## src/rtl/vna_pkg.sv

```systemverilog
// shared types and constants of the vertex normal accumulator
// no dependencies; imported by every module of the block
package vna_pkg;

  localparam int unsigned VERTEX_COUNT_DEF = 1024;
  localparam int unsigned SUM_BITS_DEF     = 48;

  localparam int unsigned IDX_W   = 10;  // vertex index
  localparam int unsigned POS_W   = 16;  // Q7.8 coordinate
  localparam int unsigned NRM_W   = 16;  // Q1.14 normal component
  localparam int unsigned DIF_W   = 17;  // edge vector component
  localparam int unsigned CR_W    = 35;  // exact cross product component
  localparam int unsigned MUL_W   = 32;  // shared multiplier operand
  localparam int unsigned ACC_W   = 64;  // multiply-accumulate register
  localparam int unsigned T_W     = 30;  // normalized magnitude
  localparam int unsigned ROOT_W  = 31;  // root of the squared length
  localparam int unsigned QUO_W   = 15;  // quotient, at most 16384
  localparam int unsigned FRAC_SH = 14;  // Q1.14 scale
  localparam int unsigned NUM_W   = 45;  // t * 2^14 + r / 2
  localparam int unsigned CNT_W   = 3;   // sequencer step counter

  typedef enum logic [1:0] {
    CMD_WRITE    = 2'd0,
    CMD_TRIANGLE = 2'd1,
    CMD_QUERY    = 2'd2
  } cmd_e;

  typedef enum logic [3:0] {
    ST_IDLE,
    ST_TRI_RD,
    ST_TRI_MUL,
    ST_TRI_ACC,
    ST_Q_RD,
    ST_Q_CHK,
    ST_Q_NORM,
    ST_Q_SQ,
    ST_Q_ROOT,
    ST_Q_DIV,
    ST_Q_OUT
  } state_e;

  typedef enum logic {
    RD_ROOT,
    RD_DIV
  } rd_op_e;

  typedef struct packed {
    logic   start;
    rd_op_e op;
  } rd_ctl_t;

  typedef struct packed {
    logic en;
    logic clr;
    logic sub;
  } mac_ctl_t;

endpackage

```

## src/rtl/vna_mac.sv

```systemverilog
// shared signed multiply-accumulate unit, one product per cycle
// depends on vna_pkg
module vna_mac (
  input  logic                              clk_i,
  input  logic                              rst_ni,
  input  vna_pkg::mac_ctl_t                 ctl_i,
  input  logic signed [vna_pkg::MUL_W-1:0]  a_i,
  input  logic signed [vna_pkg::MUL_W-1:0]  b_i,
  output logic signed [vna_pkg::ACC_W-1:0]  acc_o
);
  import vna_pkg::*;

  logic signed [ACC_W-1:0] prod;
  logic signed [ACC_W-1:0] base;
  logic signed [ACC_W-1:0] acc_d, acc_q;

  always_comb begin
    prod  = ACC_W'(a_i) * ACC_W'(b_i);
    base  = ctl_i.clr ? '0 : acc_q;
    acc_d = ctl_i.sub ? base - prod : base + prod;
  end

  always_ff @(posedge clk_i or negedge rst_ni) begin
    if (!rst_ni) begin
      acc_q <= '0;
    end else if (ctl_i.en) begin
      acc_q <= acc_d;
    end
  end

  assign acc_o = acc_q;

endmodule

```

## config.mk

```make
export PLATFORM = sky130hd
export DESIGN_NAME = vna_mac
export DESIGN_NICKNAME = d
export VERILOG_FILES = /design/src/rtl/vna_pkg.sv /design/src/rtl/vna_mac.sv
export SDC_FILE = /design/constraint.sdc
export NUM_CORES = 2
export LEC_CHECK = 0
export BUFFER_PORTS_ARGS = -buffer_cell sky130_fd_sc_hd__clkbuf_2
export CELL_PAD_IN_SITES_DETAIL_PLACEMENT = 2
export CELL_PAD_IN_SITES_GLOBAL_PLACEMENT = 2
export CORE_ASPECT_RATIO = 1.75
export CORE_MARGIN = 5
export CORE_UTILIZATION = 46
export DETAILED_ROUTE_END_ITERATION = 16
export GPL_ROUTABILITY_DRIVEN = 0
export HOLD_SLACK_MARGIN = 0.02
export PLACE_DENSITY = 0.91
export SLEW_MARGIN = 20
export SYNTH_ARGS = -nofsm -noshare
export SYNTH_HDL_FRONTEND = slang
export SYNTH_SLANG_ARGS = --single-unit
```

## constraint.sdc

```tcl
create_clock -name clk_i -period 10 [get_ports clk_i]
set_input_delay 0 -clock clk_i [delete_from_list [all_inputs] [get_ports clk_i]]
set_output_delay 0 -clock clk_i [all_outputs]
set_load 0.1 [all_outputs]
```

==> results of run 1 <==
==> metrics by stage <==
stage / util, % / area, µm² / TNS [ps] / std cells
3_5_place_dp: 53.2 / 50700 / -55090 / 6624
3_3_place_gp: 53.2 / 50700 / -7000 / 6624
2_1_floorplan: - / 44100 / 0 / 4860
==> cell families after synthesis <==
logic type	share of synthesized area (%)
muxes	1.40
AOI/OAI and AO/OA	7.25
buffers and inverters	10.4
DFF	3.63
adders and majority gates	56.2
and+or+nand+nor	17.4
xor gates and xnor gates	3.67
==> flow_metrics.py, run 1 <==
metrics = {
    "floorplanning": {
        "rows": 150,
        "boundaryPins": 133,
        "die_x_um": 244,
        "die_h_um": 419,
        "start_util_pct": 46.2,
    },
    "cts": {
        "cts_sinks": 64,
        "clock_path_buffers": 2,
        "post_cts_buffers": 104,
        "numCtsBuffers": 9,
        "cts_hold_buf": 1,
        "root_buffer": "clkbuf_16",
        "htreeDepth": 3,
        "cts.repair.resized": 715,
    },
    "status": {
        "stop_stage": "clock tree synthesis (4_1_cts)",
        "firstError": "[ERROR DPL-0033] detailed placement checks failed during check placement.",
        "outcome": "aborted with a tool error",
    },
    "yosys": {
        "synth_edf_count": 0,
        "synthDistinctLibCells": 84,
        "synthArstFlopShare_pct": 100,
        "synthTopCellsByCount": "fa_1 (1083), inv_1 (970), nand2_1 (642)",
        "synthTopCellsByArea": "fa_1 (49%), inv_1 (8.3%), ha_1 (7.0%)",
        "synth.top_cell.area_share_pct": 49.2,
        "synth_area_leader_cell": "fa_1",
        "syn_inst": 4860,
        "ys_warn_count": 0,
        "synth-seq-cells": 64,
        "synth_most_common_cell": "fa_1",
        "synth.yosys.seq_area_share_pct": 3.63,
        "syn_nets": 6260,
        "synth_ff_type": "dfrtp_1",
        "syn_area_um2": 44100,
        "syn_avg_cell_area_um2": 9.07,
    },
    "placed_design": {
        "dp_hpwl_um": 210000,
        "post-place-ws_ps": -2890,
        "portBuffers": 132,
    },
}
==> run 2: changes to the inputs <==
CELL_PAD_IN_SITES_DETAIL_PLACEMENT = not set   (was 2)
CELL_PAD_IN_SITES_GLOBAL_PLACEMENT = not set   (was 2)
CORE_ASPECT_RATIO = not set   (was 1.75)
CORE_UTILIZATION = 40   (was 46)
HOLD_SLACK_MARGIN = not set   (was 0.02)
PLACE_DENSITY = not set   (was 0.91)
PLACE_DENSITY_LB_ADDON = 0.15   (was not set)
==> run 2 against run 1 <==
Net effect: the run now ends clean; area after synthesis is the same; synthesized cell count unchanged.
==> flow_metrics.py, run 2 <==
metrics = {
    "cts": {
        "clock_path_buffers": 2,
        "cts_tree": "done",
        "clkSlewWorstSetupHoldPaths_ps": 60,
        "root_buffer": "clkbuf_16",
        "htreeDepth": 3,
        "numCtsBuffers": 9,
        "insertion_delay_ps": 360,
        "cts_sinks": 64,
    },
    "sta": {
        "drv_slew": 0,
        "hold_violations": 0,
        "whs_ps": 390,
        "worst_pin_slew_ps": 921,
        "rsz0062_at_grt": "true",
        "clock_skew_ps": 14.4,
        "max_slew_margin_pct": 38.6,
        "max_freq_ghz": 0.102,
        "timing.final.crit_period_ps": 9780,
        "finalCritPeriodShare_pct": 97.8,
        "setup_viol": 0,
    },
    "grt": {
        "gr-usage-all-layers_pct": 22.0,
        "grt_pass1_vias": 37700,
        "grt_max_degree": 68,
        "antenna_found_initial": 4,
        "grt_pass1_wl_um": 206000,
        "overflow": 0,
    },
    "route": {
        "drtIter0Drc": 1528,
        "drt-pass1-iter-count": 6,
        "wire_per_inst_um": 18.6,
        "wl_um": 131000,
        "ant_nets": 0,
        "vias": 34500,
        "drc": 0,
        "via_per_inst": 4.90,
    },
    "floorplanning": {
        "die_area_um2": 117000,
        "start_util_pct": 40.4,
        "rows": 121,
        "die_x_um": 342,
        "core_um2": 109000,
        "die_h_um": 342,
        "boundaryPins": 133,
    },
    "setup_path": {
        "path_buf_inv": 9,
        "path_common_cell": "fa_1",
        "critPathTopFamily": "adder cells",
        "critPathLaunchType": "input port",
        "r2r_end": "acc_o[60]$_DFFE_PN0P_",
        "critPathArrivalTime_ps": 10020,
        "cp-endpoint": "acc_o[62]$_DFFE_PN0P_",
        "worst_path_max_delay_cell": "fa_1",
        "cp-end-kind": "register",
        "path_class": "input port to register",
        "worst_ep_required_time_ps": 10240,
        "cpPeakStageDelay_ps": 600,
        "rr_startpoint": "acc_o[0]$_DFFE_PN0P_",
        "crit_fanout": 7,
        "path_depth": 44,
        "worstRegToRegCells": 20,
        "ff2ff_setup_slack_ps": 5870,
        "crit_start": "a_i[15]",
    },
    "placed_design": {
        "dpl_cell_area_um2": 51500,
        "portBuffers": 132,
        "dp_hpwl_um": 110000,
    },
    "yosys": {
        "synth_most_common_cell": "fa_1",
        "syn_avg_cell_area_um2": 9.07,
        "synthTopCellsByArea": "fa_1 (49%), inv_1 (8.3%), ha_1 (7.0%)",
        "synthArstFlopShare_pct": 100,
        "synth.yosys.seq_area_share_pct": 3.63,
        "synthDistinctLibCells": 84,
        "synthTopCellsByCount": "fa_1 (1083), inv_1 (970), nand2_1 (642)",
        "synth_edf_count": 0,
        "syn_inst": 4860,
        "synth.top_cell.area_share_pct": 49.2,
        "synth-seq-cells": 64,
        "synth_area_leader_cell": "fa_1",
        "ys_warn_count": 0,
        "syn_nets": 6260,
        "syn_area_um2": 44100,
        "synth_ff_type": "dfrtp_1",
    },
    "final_layout": {
        "seq_area_um2": 1600,
        "fin_area_um2": 54900,
        "syn_to_final_growth_pct": 24.6,
        "final_nets": 6957,
        "largest_reg_flops": 64,
        "multi_input_area_um2": 39500,
        "final_cell_mix": "fa_1 (1039), inv_1 (950), buf_4 (688)",
        "layout-drive-gt1-share_pct": 23.4,
        "post-route-util_pct": 50.3,
        "fill_cells": 10400,
        "final_common_cell": "fa_1",
    },
    "worst_hold_path": {
        "hp-class": "input port to async pin",
    },
    "status": {
        "outcome": "finished clean",
    },
    "job": {
        "maxCapViolations": 0,
    },
}
## run 2: cells by family after synthesis
logic type / Yosys count / share of synthesized area, %
compound gates: 479 / 7.25
xor+xnor: 184 / 3.67
fa+ha+maj: 1331 / 56.2
buf+inv: 1215 / 10.4
flops: 64 / 3.63
mux: 55 / 1.40
simple gates: 1532 / 17.4
## run 2: area by class of cell
type / count / area share [%]
clock buffer: 9 / 0.410
antenna: 5 / 0.0228
multi-input combinational: 3581 / 71.9
timing repair buffer: 927 / 14.6
tap: 1476 / 3.36
clock inverter: 7 / 0.182
sequential: 64 / 2.92
inverter: 974 / 6.66
## run 2: layer usage
metal,global-route usage (%),vias up,part of all wire [%]
li1,-,16000,-
met1,29.6,17800,43
met2,39.3,579,51
met3,1.77,129,3.2
met4,4.56,0,2.5
met5,0,-,0
## run 2: what timing repair did
item,CTS,global route
endpoints found under the hold margin,64,0
gates cloned,0,21
gates resized for setup,71,493
hold buffers,1,0
endpoints found under the setup margin,14,17
setup buffers,2,49
pin swaps,15,182
## run 2: worst min-delay path by stage
stage | start | endpoint | slack [ps] | cells after the start
final | rst_ni | acc_o[2]$_DFFE_PN0P_ | 390 | 3
after detailed placement | rst_ni | acc_o[2]$_DFFE_PN0P_ | 280 | 2
after floorplan | rst_ni | acc_o[0]$_DFFE_PN0P_ | -300 | 0
after global routing | ctl_i[2] | acc_o[2]$_DFFE_PN0P_ | 440 | 4
after global placement | rst_ni | acc_o[3]$_DFFE_PN0P_ | 280 | 2
after CTS | ctl_i[2] | acc_o[17]$_DFFE_PN0P_ | 380 | 4
## run 2: tightest hold or removal path: cells and delay by family
family | cells | cell delay [ps]
buf+inv | 3 | 1300
## run 2: metrics by stage
stage               worst slack (ps)  setup TNS, ps  cells
floorplan                       29.1              0   4860
global placement               -1120         -10900   6951
detailed placement             -1050         -10450   6951
CTS                            -11.7          -11.7   6970
global route                    -128           -865   7042
finish                           221              0   7043
Power of run 2 is not shown: default switching activity piles up to over one toggle a cycle in this logic, so the estimate is an artifact.
